## config.mk

```make
export PLATFORM = sky130hd
export DESIGN_NAME = multi_servo_slew_limiter
export DESIGN_NICKNAME = d
export VERILOG_FILES = /design/src/msl_pkg.sv /design/src/msl_sat_add.sv /design/src/multi_servo_slew_limiter.sv
export SDC_FILE = /design/constraint.sdc
export NUM_CORES = 2
export LEC_CHECK = 0
export BUFFER_PORTS_ARGS = -buffer_cell sky130_fd_sc_hd__buf_2
export CAP_MARGIN = 15
export CORE_AREA = 2 2 416 418
export CTS_CLUSTER_SIZE = 8
export DETAILED_ROUTE_END_ITERATION = 10
export DIE_AREA = 0 0 418 420
export PLACE_DENSITY_LB_ADDON = 0.3
export SYNTH_ARGS = -nofsm -noshare
export SYNTH_HDL_FRONTEND = slang
export SYNTH_SLANG_ARGS = --single-unit
```

## constraint.sdc

```tcl
create_clock -name clk -period 13.3 [get_ports clk]
set_clock_uncertainty 0.1 [all_clocks]
set_input_delay 3.99 -clock clk [delete_from_list [all_inputs] [get_ports clk]]
set_output_delay 3.99 -clock clk [all_outputs]
set_load 0.1 [all_outputs]
```

## src/msl_pkg.sv

```systemverilog
// ----------------------------------------------------------------------------
// msl_pkg: shared definitions for the multi-servo slew limiter
// Register indexes, reset values, field widths and the sequencer state type.
// ----------------------------------------------------------------------------
package msl_pkg;

	localparam int DEFAULT_SERVO_COUNT = 4;

	localparam int ANGLE_W  = 20;
	localparam int LIMIT_W  = 19;
	localparam int RATE_W   = 16;
	localparam int TIME_W   = 32;
	localparam int ID_W     = 2;
	localparam int ROT_W    = TIME_W + RATE_W;
	localparam int DIFF_W   = ANGLE_W + 1;
	localparam int CFG_IDX_W  = 3;
	localparam int CFG_DATA_W = 32;
	localparam int IN_DATA_W  = 56;
	localparam int OUT_DATA_W = 24;

	// Configuration register indexes.
	localparam logic [CFG_IDX_W-1:0] REG_MAX_ANGLE         = 3'd0;
	localparam logic [CFG_IDX_W-1:0] REG_RATE_LIMIT_ENABLE = 3'd1;
	localparam logic [CFG_IDX_W-1:0] REG_MAX_RATE          = 3'd2;
	localparam logic [CFG_IDX_W-1:0] REG_FAULT_ENABLE      = 3'd3;
	localparam logic [CFG_IDX_W-1:0] REG_FAULT_TRIGGER_MS  = 3'd4;
	localparam logic [CFG_IDX_W-1:0] REG_FAULT_DURATION_MS = 3'd5;

	// Register reset values.
	localparam logic [LIMIT_W-1:0] RST_MAX_ANGLE         = 19'd102944;
	localparam logic [RATE_W-1:0]  RST_MAX_RATE          = 16'd381;
	localparam logic [TIME_W-1:0]  RST_FAULT_TRIGGER_MS  = 32'd10000;
	localparam logic [TIME_W-1:0]  RST_FAULT_DURATION_MS = 32'd60000;

	// Command codes carried on the input user sideband.
	localparam logic CMD_SET  = 1'b0;
	localparam logic CMD_TICK = 1'b1;

	typedef enum logic [1:0] {
		ST_IDLE,
		ST_SET,
		ST_MUL,
		ST_STEP
	} msl_state_t;

endpackage

```

## src/msl_sat_add.sv

```systemverilog
// ----------------------------------------------------------------------------
// msl_sat_add: saturate and accumulate unit
// Limits a signed value to plus or minus an unsigned bound and adds a base.
// ----------------------------------------------------------------------------
module msl_sat_add
	import msl_pkg::*;
(
	input  logic signed [DIFF_W-1:0]  value,
	input  logic        [DIFF_W-1:0]  bound,
	input  logic signed [ANGLE_W-1:0] base,
	output logic signed [ANGLE_W-1:0] result
);

	logic signed [DIFF_W:0] value_x;
	logic signed [DIFF_W:0] bound_x;
	logic signed [DIFF_W:0] limited;
	logic signed [DIFF_W:0] sum;

	always_comb begin
		value_x = {value[DIFF_W-1], value};
		bound_x = {1'b0, bound};
		if (value_x > bound_x) begin
			limited = bound_x;
		end else if (value_x < -bound_x) begin
			limited = -bound_x;
		end else begin
			limited = value_x;
		end
		sum    = {{2{base[ANGLE_W-1]}}, base} + limited;
		result = sum[ANGLE_W-1:0];
	end

endmodule

```

## src/multi_servo_slew_limiter.sv

```systemverilog
// ----------------------------------------------------------------------------
// multi_servo_slew_limiter: servo position model with slew limiting
// Clamps set commands, slews positions on ticks and injects one freeze fault.
// ----------------------------------------------------------------------------
// Commands arrive as beats on the slave stream; s_tuser selects a set (0) or
// a tick (1). Results leave on the master stream, one beat per reported
// servo, with m_tlast on the final beat caused by a command.
// A set is accepted in idle; then, in the set state, the clamp runs through
// the shared saturate unit, the fault timer is updated and, with rate
// limiting off, the new position is loaded into the output register.
// A tick with rate limiting on goes through accept, the 32x16 elapsed-time
// multiply, then one servo per cycle through the same saturate unit while
// the output register is free. A tick with rate limiting off leaves the
// sequencer in idle and reports nothing.
// The block works on one command at a time; s_tready is high only in idle.
// A single output register decouples the two sides: when the receiver stalls,
// the sequencer waits on the output register, and the next command may be
// accepted while the final beat is still waiting.
// Reset (arst_n low) restores the register defaults, zeroes all positions,
// targets and times, and clears the fault state. Configuration writes are
// taken in any cycle but should only be issued while the block is idle.
// ----------------------------------------------------------------------------
module multi_servo_slew_limiter
	import msl_pkg::*;
#(
	parameter int SERVO_COUNT = DEFAULT_SERVO_COUNT
) (
	input  logic                  clk,
	input  logic                  arst_n,
	// Configuration write port.
	input  logic                  cfg_we,
	input  logic [CFG_IDX_W-1:0]  cfg_index,
	input  logic [CFG_DATA_W-1:0] cfg_data,
	// Command stream.
	input  logic                  s_tvalid,
	output logic                  s_tready,
	// s_tdata from bit 0: servo_id[1:0], target_angle[21:2], now_ms[53:22],
	// fault_pick[55:54].
	input  logic [IN_DATA_W-1:0]  s_tdata,
	// s_tuser: command (0 set, 1 tick).
	input  logic                  s_tuser,
	// Result stream.
	output logic                  m_tvalid,
	input  logic                  m_tready,
	// m_tdata from bit 0: servo_index[1:0], position[21:2], zero pad[23:22].
	output logic [OUT_DATA_W-1:0] m_tdata,
	output logic                  m_tlast
);

	localparam int IW = (SERVO_COUNT > 1) ? $clog2(SERVO_COUNT) : 1;
	localparam logic [IW-1:0] LAST_IDX = IW'(SERVO_COUNT - 1);

	// Configuration registers.
	logic [LIMIT_W-1:0] max_angle_q;
	logic               rate_en_q;
	logic [RATE_W-1:0]  max_rate_q;
	logic               fault_en_q;
	logic [TIME_W-1:0]  fault_trigger_q;
	logic [TIME_W-1:0]  fault_duration_q;

	// Servo and fault state.
	logic signed [ANGLE_W-1:0] pos_q [SERVO_COUNT];
	logic signed [ANGLE_W-1:0] tgt_q [SERVO_COUNT];
	logic [TIME_W-1:0] last_update_q;
	logic [TIME_W-1:0] fault_start_q;
	logic              fault_running_q;
	logic              fault_done_q;
	logic              fault_active_q;
	logic [ID_W-1:0]   faulty_q;

	// Captured command.
	logic [ID_W-1:0]           id_q;
	logic signed [ANGLE_W-1:0] req_q;
	logic [TIME_W-1:0]         now_q;
	logic [ID_W-1:0]           pick_q;

	// Sequencer.
	msl_state_t        state_q, state_d;
	logic [IW-1:0]     idx_q;
	logic [ROT_W-1:0]  rot_q;

	// Output register.
	logic                      out_valid_q;
	logic [ID_W-1:0]           out_index_q;
	logic signed [ANGLE_W-1:0] out_pos_q;
	logic                      out_last_q;

	// Datapath and control.
	logic                      accept;
	logic                      out_free;
	logic                      id_ok;
	logic [IW-1:0]             addr;
	logic signed [DIFF_W-1:0]  sat_value;
	logic [DIFF_W-1:0]         sat_bound;
	logic signed [ANGLE_W-1:0] sat_base;
	logic signed [ANGLE_W-1:0] sat_result;
	logic [DIFF_W-1:0]         rot_bound;
	logic                      frozen;
	logic [TIME_W-1:0]         since_start;
	logic [TIME_W-1:0]         elapsed;
	logic                      past_limit;
	logic                      set_go;
	logic                      set_emit;
	logic                      step_go;
	logic                      step_end;

	assign accept   = s_tvalid && s_tready;
	assign out_free = !out_valid_q || m_tready;
	assign id_ok    = 32'(id_q) < SERVO_COUNT;

	// The elapsed rotation only matters up to the largest possible difference.
	assign rot_bound = (|rot_q[ROT_W-1:DIFF_W]) ? '1 : rot_q[DIFF_W-1:0];
	assign frozen    = fault_active_q && (32'(faulty_q) == 32'(idx_q));

	// Elapsed time since the last update wraps at the time stamp width.
	assign elapsed = now_q - last_update_q;

	// One time compare serves both the fault start and the fault end checks.
	assign since_start = now_q - fault_start_q;
	assign past_limit  = since_start > (fault_done_q ? fault_duration_q : fault_trigger_q);

	msl_sat_add u_sat (
		.value  (sat_value),
		.bound  (sat_bound),
		.base   (sat_base),
		.result (sat_result)
	);

	// Next state.
	always_comb begin
		state_d = state_q;
		unique case (state_q)
			ST_IDLE: begin
				if (accept) begin
					if (s_tuser == CMD_SET) begin
						state_d = ST_SET;
					end else if (rate_en_q) begin
						state_d = ST_MUL;
					end
				end
			end
			ST_SET: begin
				if (set_go) begin
					state_d = ST_IDLE;
				end
			end
			ST_MUL: begin
				state_d = ST_STEP;
			end
			ST_STEP: begin
				if (step_end) begin
					state_d = ST_IDLE;
				end
			end
			default: state_d = ST_IDLE;
		endcase
	end

	// Sequencer outputs and shared unit operand selection.
	always_comb begin
		s_tready  = 1'b0;
		set_go    = 1'b0;
		set_emit  = 1'b0;
		step_go   = 1'b0;
		step_end  = 1'b0;
		addr      = IW'(id_q);
		sat_value = {req_q[ANGLE_W-1], req_q};
		sat_bound = {2'b00, max_angle_q};
		sat_base  = '0;
		unique case (state_q)
			ST_IDLE: begin
				s_tready = 1'b1;
			end
			ST_SET: begin
				set_emit = !rate_en_q && id_ok;
				set_go   = out_free || !set_emit;
			end
			ST_MUL: begin
			end
			ST_STEP: begin
				addr      = idx_q;
				sat_value = {tgt_q[idx_q][ANGLE_W-1], tgt_q[idx_q]}
					- {pos_q[idx_q][ANGLE_W-1], pos_q[idx_q]};
				sat_bound = rot_bound;
				sat_base  = pos_q[idx_q];
				step_go   = out_free;
				step_end  = out_free && (idx_q == LAST_IDX);
			end
			default: begin
			end
		endcase
	end

	always_ff @(posedge clk or negedge arst_n) begin
		if (!arst_n) begin
			state_q <= ST_IDLE;
		end else begin
			state_q <= state_d;
		end
	end

	// Configuration registers.
	always_ff @(posedge clk or negedge arst_n) begin
		if (!arst_n) begin
			max_angle_q      <= RST_MAX_ANGLE;
			rate_en_q        <= 1'b0;
			max_rate_q       <= RST_MAX_RATE;
			fault_en_q       <= 1'b0;
			fault_trigger_q  <= RST_FAULT_TRIGGER_MS;
			fault_duration_q <= RST_FAULT_DURATION_MS;
		end else if (cfg_we) begin
			unique case (cfg_index)
				REG_MAX_ANGLE:         max_angle_q      <= cfg_data[LIMIT_W-1:0];
				REG_RATE_LIMIT_ENABLE: rate_en_q        <= cfg_data[0];
				REG_MAX_RATE:          max_rate_q       <= cfg_data[RATE_W-1:0];
				REG_FAULT_ENABLE:      fault_en_q       <= cfg_data[0];
				REG_FAULT_TRIGGER_MS:  fault_trigger_q  <= cfg_data[TIME_W-1:0];
				REG_FAULT_DURATION_MS: fault_duration_q <= cfg_data[TIME_W-1:0];
				default: begin
				end
			endcase
		end
	end

	// Command capture; the payload needs no reset.
	always_ff @(posedge clk) begin
		if (accept) begin
			id_q   <= s_tdata[1:0];
			req_q  <= s_tdata[21:2];
			now_q  <= s_tdata[53:22];
			pick_q <= s_tdata[55:54];
		end
	end

	// Elapsed rotation for a tick, registered before the slew steps.
	always_ff @(posedge clk) begin
		if (state_q == ST_MUL) begin
			rot_q <= ROT_W'(elapsed) * ROT_W'(max_rate_q);
		end
	end

	// Servo index counter.
	always_ff @(posedge clk or negedge arst_n) begin
		if (!arst_n) begin
			idx_q <= '0;
		end else if (state_q == ST_MUL) begin
			idx_q <= '0;
		end else if (step_go && !step_end) begin
			idx_q <= idx_q + 1'b1;
		end
	end

	// Positions and targets, one entry written per cycle at the shared address.
	always_ff @(posedge clk or negedge arst_n) begin
		if (!arst_n) begin
			for (int i = 0; i < SERVO_COUNT; i++) begin
				pos_q[i] <= '0;
				tgt_q[i] <= '0;
			end
		end else begin
			if (set_go && id_ok) begin
				if (rate_en_q) begin
					tgt_q[addr] <= sat_result;
				end else begin
					pos_q[addr] <= sat_result;
				end
			end
			if (step_go && !frozen) begin
				pos_q[addr] <= sat_result;
			end
		end
	end

	// Time of the last update and the fault timer.
	always_ff @(posedge clk or negedge arst_n) begin
		if (!arst_n) begin
			last_update_q   <= '0;
			fault_start_q   <= '0;
			fault_running_q <= 1'b0;
			fault_done_q    <= 1'b0;
			fault_active_q  <= 1'b0;
			faulty_q        <= '0;
		end else begin
			if ((set_go && rate_en_q) || step_end) begin
				last_update_q <= now_q;
			end
			if (set_go && fault_en_q) begin
				if (!fault_done_q) begin
					if (!fault_running_q) begin
						fault_start_q   <= now_q;
						fault_running_q <= 1'b1;
					end else if (past_limit) begin
						faulty_q       <= pick_q;
						fault_active_q <= 1'b1;
						fault_done_q   <= 1'b1;
					end
				end else if (fault_active_q && past_limit) begin
					fault_active_q <= 1'b0;
				end
			end
		end
	end

	// Output register.
	always_ff @(posedge clk or negedge arst_n) begin
		if (!arst_n) begin
			out_valid_q <= 1'b0;
		end else if (set_go && set_emit) begin
			out_valid_q <= 1'b1;
		end else if (step_go) begin
			out_valid_q <= 1'b1;
		end else if (m_tready) begin
			out_valid_q <= 1'b0;
		end
	end

	always_ff @(posedge clk) begin
		if (set_go && set_emit) begin
			out_index_q <= id_q;
			out_pos_q   <= sat_result;
			out_last_q  <= 1'b1;
		end else if (step_go) begin
			out_index_q <= ID_W'(idx_q);
			out_pos_q   <= frozen ? pos_q[idx_q] : sat_result;
			out_last_q  <= step_end;
		end
	end

	assign m_tvalid = out_valid_q;
	assign m_tdata  = {2'b00, out_pos_q, out_index_q};
	assign m_tlast  = out_last_q;

endmodule

```

==> results.sh <==
export IMPL_status="completed"
export IMPL_crit_path_end="out_pos_q[19]"
export IMPL_yosysWarnings=0
export IMPL_ant_nets=0
export IMPL_hold_violations=0
export IMPL_cts_tree="done"
export IMPL_final_cell_mix="nand2_1, inv_1, fa_1, o21ai_0, dfrtp_1"
export IMPL_fin_util=0.280
export IMPL_via_per_inst=4.65
export IMPL_dp_hpwl_um=93000
export IMPL_path_clk_slew_ns=0.05
export IMPL_r2r_start="idx_q[0]"
export IMPL_die_x_um=418
export IMPL_die_h_um=420
export IMPL_rsz0062_at_grt="false"
export IMPL_crit_type="reg -> reg"
export IMPL_fmax_mhz=87.3
export IMPL_synth_top_family_by_area="adder cells"
export IMPL_drc=0
export IMPL_rows=152
export IMPL_cp_arrival_ns=11.78
export IMPL_htree_levels=3
export IMPL_cts_made_buffers=68
export IMPL_period_share=0.861
export IMPL_setup_viol=0
export IMPL_dr_total_vias=31559
export IMPL_clk_latency_ns=0.67
export IMPL_synthSimpleGateAreaFrac=0.155
export IMPL_multi_input_area_mm2=0.0276
export IMPL_drive_above_1_share=0.114
export IMPL_drt_wirelength_per_cell_um=18.2
export IMPL_gp_congestion=0.882
export IMPL_synthMuxAreaShare=0.0637
export IMPL_seq_area_frac_synth=0.287
export IMPL_grt_total_usage=0.144
export IMPL_critical_path_startpoint="idx_q[0]"
export IMPL_syn_area_mm2=0.0426
export IMPL_holdBufCountCts=0
export IMPL_numPortBuffers=121
export IMPL_ys_async_sr_fraction=0.725
export IMPL_syn_mean_instance_area_um2=9.56
export IMPL_cts_max_path_buffers=3
export IMPL_routed_wl_um=124000
export IMPL_synth_cell_types=90
export IMPL_pin_count=124
export IMPL_regArea_mm2=0.0122
export IMPL_rr_worst_depth=39
export IMPL_slowest_delay_ns=0.77
export IMPL_antenna_found_initial=12
export IMPL_grt_ovfl_total=0
export IMPL_root_buffer="clkbuf_16"
export IMPL_fin_hold_ws_ns=0.373
export IMPL_critPathLaunchType="flip-flop"
export IMPL_crit_slowest_cell="dfrtp_2"
export IMPL_cts_setup_buffers=0
export IMPL_cp_end_kind="flip-flop"
export IMPL_ys_ff_latch=462
export IMPL_fillers=18005
export IMPL_layout_commonest_cell="nand2_1"
export IMPL_tightestPinTransition_ns=1.14
export IMPL_synth_adder_area_share=0.284
export IMPL_finalWorstSetupSlack_ns=1.85
export IMPL_grt_pass1_vias=32842
export IMPL_ctsResizeCount=0
export IMPL_relSlewSlack=0.237
export IMPL_tns_ns=0
export IMPL_n_antenna_cell=0
export IMPL_drv_cap=0
export IMPL_drt_iter0_markers=2068
export IMPL_rrSetupSlack_ns=1.85
export IMPL_r2r_end="out_pos_q[19]"
export IMPL_grt_max_degree=155
export IMPL_first_pass_iters=5
export IMPL_hold_path_class="reg -> reg"
export IMPL_synth_xor_xnor_area_share=0.0286
export IMPL_post_place_ws_ns=1.79
export IMPL_critPathMaxFanout=32
export IMPL_grt_pass1_wl_um=197000
export IMPL_coreArea_mm2=0.171
export IMPL_initial_core_util=0.249
export IMPL_cts_sinks=462
export IMPL_fin_crit_ns=11.45
export IMPL_slew_viol_final=0
export IMPL_synth_compound_gate_area_share=0.113
export IMPL_netlist_instances=4458
export IMPL_worstPathRequired_ns=13.63
export IMPL_fin_nets=5312
export IMPL_syn2layout_area_growth_pct=12.4
export IMPL_synth_ff_type="dfrtp_1"
export IMPL_synth_edff_count=126
export IMPL_dieArea_mm2=0.176
==> layout make-up <==
cell class	count	share of cell area
Sequential cell	462	0.255
Tap cell	2233	0.0583
Clock inverter	6	0.00204
Inverter	561	0.0440
Multi-Input combinational cell	3216	0.576
Clock buffer	111	0.0402
Timing Repair Buffer	191	0.0241
==> sequential cells by signal, summed over array words and instances, names as in the netlist, 19 cells and up <==
name	flops
pos_q	80
rot_q	48
tgt_q	80
req_q	20
out_pos_q	20
max_angle_q	19
fault_start_q	32
fault_duration_q	32
last_update_q	32
now_q	32
fault_trigger_q	32
==> worst min path at each step <==
stage	cells after the start	slack, ns	to	start
6_report	2	0.37	tgt_q[51]	tgt_q[51]
5_1_grt	2	0.39	tgt_q[23]	tgt_q[23]
4_1_cts	2	0.38	pos_q[36]	pos_q[36]
3_5_place_dp	2	0.36	pos_q[36]	pos_q[36]
3_3_place_gp	2	0.36	pos_q[36]	pos_q[36]
2_1_floorplan	2	0.34	pos_q[20]	pos_q[20]
==> synthesized netlist by cell type, drive strengths merged (43+ instances only) <==
library cell	instances	share of area
nand2	683	0.060
a21o	70	0.012
nand2b	49	0.0072
o21ai	313	0.037
nand3	50	0.0059
fa	422	0.20
mux2	123	0.033
nor2	154	0.014
clkbuf	194	0.017
dfrtp	311	0.18
edfxtp	126	0.089
o21a	44	0.0078
inv	560	0.049
and2	170	0.025
xnor2	104	0.021
a21oi	154	0.018
nor3	57	0.0072
ha	293	0.086
mux2i	43	0.010
nor2b	74	0.011
==> routing by layer <==
layer / vias to the layer above / share of wire / track usage
met2: 599 / 0.49 / 0.248
li1: 14866 / - / -
met5: - / 0 / 0
met3: 177 / 0.037 / 0.0190
met1: 15917 / 0.46 / 0.190
met4: 0 / 0.022 / 0.0369
==> critical path, delay by kind of cell (launching register included) <==
family | cells | cell delay (ns)
adder cells (fa/ha/maj) | 3 | 1.17
buffers and inverters | 2 | 0.76
AO/OA/AOI/OAI | 19 | 4.33
XOR/XNOR | 1 | 0.15
multiplexers | 3 | 0.95
flip-flops | 1 | 0.77
AND/OR/NAND/NOR | 11 | 2.96
==> cell families after synthesis <==
family                     after synthesis
and+or+nand+nor                       1380
AOI/OAI and AO/OA                      774
adders and majority gates              715
buffers and inverters                  781
other                                    1
DFF                                    462
muxes                                  206
xor gates and xnor gates               139
==> metrics by stage <==
step	instance area (um2)	cells
global placement	45900	6663
global route	47900	6780
finish	47900	6780
CTS	47900	6780
floorplan	42600	4459
detailed placement	45900	6663
Power is left out: the tool's default activity adds up to more than one toggle a clock period on the data nets, which glitch-free logic cannot reach.
